--- src/hdl/svt_pkg.sv ---
// Shared types and constants for the sorted version table.
package svt_pkg;

	localparam int DEPTH_DEF = 256;
	// cells combined per group in the first reduction stage
	localparam int GROUP = 16;
	localparam int TW = 32;
	localparam int IDW = 31;
	localparam int OUT_CW = 9;

	typedef struct packed {
		logic [IDW-1:0] rev_id;
		logic [TW-1:0]  start;
		logic [TW-1:0]  stop;
		logic [IDW-1:0] frequency;
	} entry_t;

	localparam logic KIND_INSERT = 1'b0;
	localparam logic KIND_QUERY  = 1'b1;

	// controller to datapath
	typedef struct packed {
		logic load;
		logic cmp;
		logic grp;
		logic fin;
	} cmd_t;

	// datapath to controller
	typedef struct packed {
		logic out_busy;
	} stat_t;

endpackage

--- src/hdl/svt_ctrl.sv ---
// Sequencer for the sorted version table: load, compare, reduce, finish.
module svt_ctrl (
	input  logic           clk,
	input  logic           arst_n,
	input  logic           in_valid,
	output logic           in_ready,
	input  svt_pkg::stat_t stat,
	output svt_pkg::cmd_t  cmd
);

	typedef enum logic [1:0] {S_IDLE, S_CMP, S_GRP, S_FIN} state_t;

	state_t state_q;

	always_ff @(posedge clk or negedge arst_n) begin
		if (!arst_n) begin
			state_q <= S_IDLE;
		end else begin
			unique case (state_q)
				S_IDLE: if (in_valid) state_q <= S_CMP;
				S_CMP:  state_q <= S_GRP;
				S_GRP:  state_q <= S_FIN;
				S_FIN:  if (!stat.out_busy) state_q <= S_IDLE;
				default: state_q <= S_IDLE;
			endcase
		end
	end

	// command decode
	always_comb begin
		cmd = '0;
		in_ready = 1'b0;
		unique case (state_q)
			S_IDLE: begin
				in_ready = 1'b1;
				cmd.load = in_valid;
			end
			S_CMP: cmd.cmp = 1'b1;
			S_GRP: cmd.grp = 1'b1;
			S_FIN: cmd.fin = !stat.out_busy;
			default: cmd = '0;
		endcase
	end

endmodule

--- config.mk ---
export PLATFORM = sky130hd
export DESIGN_NAME = svt_ctrl
export DESIGN_NICKNAME = d
export VERILOG_FILES = /design/src/hdl/svt_pkg.sv /design/src/hdl/svt_ctrl.sv
export SDC_FILE = /design/constraint.sdc
export NUM_CORES = 1
export LEC_CHECK = 0
export ABC_AREA = 1
export BUFFER_PORTS_ARGS = -buffer_cell sky130_fd_sc_hd__buf_2
export CORE_AREA = 5 5 42 44
export CTS_CLUSTER_DIAMETER = 30
export DETAILED_ROUTE_END_ITERATION = 16
export DIE_AREA = 0 0 47 49
export SLEW_MARGIN = 20
export SYNTH_ARGS = -nofsm -noshare
export SYNTH_HDL_FRONTEND = slang
export SYNTH_SLANG_ARGS = --single-unit
--- constraint.sdc ---
create_clock -name clk -period 1.3 [get_ports clk]
set_input_delay 0.065 -clock clk [delete_from_list [all_inputs] [get_ports clk]]
set_output_delay 0.065 -clock clk [all_outputs]
set_load 0.03 [all_outputs]
### After elaboration in Yosys (flattened, before gate mapping)

Index checks and enable logic that the tools add are counted.

* add/sub/neg operators: 0
* $mul: 0
* divide/modulo/power cells: 0
* $lt $le $gt $ge: 0
* equality and inequality tests: 5
* shifts and indexed selects: 0
* multiplexer cells: 8
* bitwise operators: 0
* reductions and logical operators: 3

Operators with widths (count)
* 2-bit case mux with 4 select lines: 1
* 1-bit two-way mux: 5
* 2-bit equality test (second input constant): 2
* 2-bit two-way mux: 2
* 2-bit != test (second input constant): 2
* 2-bit by 1-bit equality test with 1-bit output (second input constant): 1
* 2-bit zero test: 1
* 2-bit AND reduction: 1
* 1-bit zero test: 1

* bits in registers: 2
* latch bits: 0
* RAM bits: 0
* ROM bits: 0
* input bits: 4
* output and inout port bits: 5
* memories: 0

### Logic depth before layout (Yosys ltp)

* word-level depth: 3
* mapped depth: 6
* gate-level depth less buffers: 6

### Least setup slack after synthesis

OpenSTA, ideal clock, no wires.

* path type: flip-flop to flip-flop
* start: register state_q[0]
* end: register state_q[0]
* library setup time: 0.117 ns
* arrival time: 1.100 ns
* data required time: 1.183 ns
* slack: 0.083 ns
* cell stages (with the launch flop): 6
* clock period less this slack: 1.217 ns
* cell sequence: dfrtp_1 > inv_1 > ha_1 > nand2_2 > nand3_1 > nand2_1

* cells in the longest elaborated chain, start to end: 3

RTL lines
* start: declaration: RTL line svt_ctrl.sv:13 `state_t state_q;`
* start signal: assignment: RTL line svt_ctrl.sv:17 `state_q <= S_IDLE;`
* start signal: assignment: RTL line svt_ctrl.sv:20 `S_IDLE: if (in_valid) state_q <= S_CMP;`
* start signal: assignment: RTL line svt_ctrl.sv:21 `S_CMP: state_q <= S_GRP;`
* 2-bit equality test or 2-bit zero test (tied branches): RTL line svt_ctrl.sv:19 `unique case (state_q)`
* 2-bit != test (no source line)
* 2-bit AND reduction (no source line)

Parallel ways exist; a longest one is shown, timed or not.
A chain may end at the register's enable or synchronous reset.

==> impl_metrics.csv <==
group,metric,value,unit
synthesis,synth-seq-area-share,0.276,
sta,max_slew_margin,0.893,
clock_tree,h-tree-depth,1,
power_and_ir_drop,ir_drop,0.523,mV
synthesis,synthMuxAreaShare,0,
setup_path,required,1.24,ns
clock_tree,cts_tree,"done",
outcome,run_status,"complete, no violations",
setup_path,rr_startpoint,"state_q[1]$_DFFE_PN0P_",
synthesis,netlist_area,181,µm²
floorplanning,die_h,49,µm
synthesis,synth_nets,33,
finish,drive_gt1_frac,0.500,
hold_path,hold_class,"input port to asynchronous set/reset pin",
place,gp_congestion,0.613,
setup_path,r2r_setup_slack,0.21,ns
finish,layout-area-overhead-vs-synth,66.2,%
synthesis,synth-xor-area-share,0,
synthesis,ys_types,7,
clock_tree,clock-sinks,2,
job,cap_violations,0,
global_routing,grt_max_degree,5,
finish,diodes,0,
sta,fin_worst_skew,0.00176,ns
floorplanning,die_w,47,µm
power_and_ir_drop,static-leakage-power,0.000177,µW
global_routing,track_usage,0.0423,
sta,min_period_over_period,0.930,
floorplanning,start_util,0.129,
setup_path,cp_slowest_stage_delay,0.41,ns
global_routing,antenna_found_initial,0,
setup_path,cp_max_fo,4,
floorplanning,core-area,1400,µm²
synthesis,syn_inst,25,
finish,nNetsFinal,48,
drt,wl_per_cell,6.96,µm
synthesis,synth_compound_gate_area_share,0,
global_routing,grt_pass1_wl,621,µm
floorplanning,ios,9,
synthesis,ys_ff_latch,2,
setup_path,cp-end-kind,"output pin",
power_and_ir_drop,p_per_area,2660,nW/µm²
setup_path,cp_slowest_cell,"dfrtp_1",
setup_path,critPathBufInv,3,
setup_path,crit_chain,"inv_2 > ha_4 > nand2_1 > inv_1 > clkbuf_4",
synthesis,yosys_warnings,0,
finish,largest_reg_flops,2,
clock_tree,clk_latency,0.22,ns
sta,rsz0062_at_grt,"false",
sta,final.min_clock_period,1.21,ns
setup_path,crit_family,"flip-flops",
setup_path,rr_endpoint,"state_q[0]$_DFFE_PN0P_",
sta,finalHoldViolations,0,
sta,fin_setup_tns,0,ns
drt,postRouteAntennaNets,0,
drt,vias,183,
sta,drv_slew,0,
sta,worst_pin_slew,0.161,ns
clock_tree,cts_buffer_depth,2,
power_and_ir_drop,total_power,803,µW
clock_tree,path_clk_slew,0.03,ns
synthesis,synth_area_per_cell,7.26,µm²
place,post-dp-hpwl,297,µm
synthesis,yosys.area_share.simple,0.303,
global_routing,grt_pass1_vias,170,
finish,top_register,"state_q",
place,pre_cts_ws,0.210,ns
drt,dr.first_iter.drc_count,4,
clock_tree,cts_root_buf,"clkbuf_4",
floorplanning,rows,14,
sta,max_freq,827,MHz
drt,dr.pass1.iters,2,
floorplanning,die-area,2300,µm²
synthesis,synthAdderAreaFrac,0.276,
synthesis,synth_top_family_by_area,"simple AND/OR/NAND/NOR gates",
global_routing,grt-ovfl-total,0,
finish,reg.largest.list,"state_q x2",
finish,layout.cells.most_common_list,"6 x nand2_1, 6 x buf_2, 5 x inv_1, 4 x clkbuf_4, 3 x nand2_2",
setup_path,worstSetupPathType,"flip-flop to output pin",
clock_tree,numCtsBuffers,3,
drt,drt-total-wl,376,µm
setup_path,reg2reg_depth,6,
sta,setup_slack,0.0907,ns
setup_path,startpoint_type,"flip-flop",
place,io_buffer_count,8,
drt,drc_errors,0,
setup_path,critical_path_arrival,1.14,ns
sta,setup_viol,0,
drt,viasPerCell,3.39,
[cells in the mapped netlist (all sizes together)]
master  number  area [µm²]
nand2        9        41.3
dfrtp        2        50.1
inv          7        26.3
nand3        2        10.0
ha           4        50.1
nor2         1        3.75
[worst max path at each step]
stage	start	to	slack [ns]	depth (start not counted)
2_1_floorplan	state_q[0]$_DFFE_PN0P_	state_q[0]$_DFFE_PN0P_	0.08	5
3_3_place_gp	state_q[0]$_DFFE_PN0P_	state_q[1]$_DFFE_PN0P_	0.23	6
3_5_place_dp	state_q[0]$_DFFE_PN0P_	state_q[0]$_DFFE_PN0P_	0.21	6
4_1_cts	state_q[0]$_DFFE_PN0P_	cmd[3]	0.0009	5
5_1_grt	state_q[0]$_DFFE_PN0P_	cmd[3]	0.007	5
6_report	state_q[0]$_DFFE_PN0P_	cmd[3]	0.09	5
[routing by layer]
metal | share of wire | track usage | vias to the layer above | wire [µm]
met4 | 0 | 0.0691 | 0 | 0
met5 | 0 | 0 | - | 0
met3 | 0.090 | 0.0221 | 0 | 34
met2 | 0.53 | 0.0475 | 6 | 200
li1 | - | - | 98 | -
met1 | 0.37 | 0.0396 | 79 | 140
[per-stage QoR]
step                std cells  area [µm²]  utilization  hold slack [ns]
floorplan                  25         181            -           -0.231
global placement           49         241        0.172           -0.150
detailed placement         49         241        0.172           -0.148
CTS                        53         277        0.197            0.159
global route               54         302        0.215            0.164
finish                     54         302        0.215            0.162
[layout make-up]
class	count	area, µm²
fill	176	1100
multi-input combinational	16	120
timing repair buffer	10	62.6
sequential	2	50.0
inverter	7	26.3
clock buffer	3	22.5
tap	16	20.0
[power by group]
| part | total, µW | switching, µW | internal, µW |
|---|---|---|---|
| logic | 528 | 324 | 204 |
| clock network | 134 | 32.8 | 102 |
| registers | 141 | 42.4 | 98.1 |
[repair_timing]
item | 4_1_cts | 5_1_grt
hold buffers | 1 | 0
pin swaps | 0 | 1
endpoints found under the setup margin | 1 | 2
setup buffers | 0 | 1
endpoints found under the hold margin | 2 | 0
gates resized for setup | 1 | 7
[cell families (layout without fill, tap and decap cells)]
kind of cell	after synthesis	after routing
flip-flops	2	2
adder cells (fa/ha/maj)	4	4
AND/OR/NAND/NOR	12	12
buffers and inverters	7	20
Note: power is estimated with default switching activity, not from simulation.
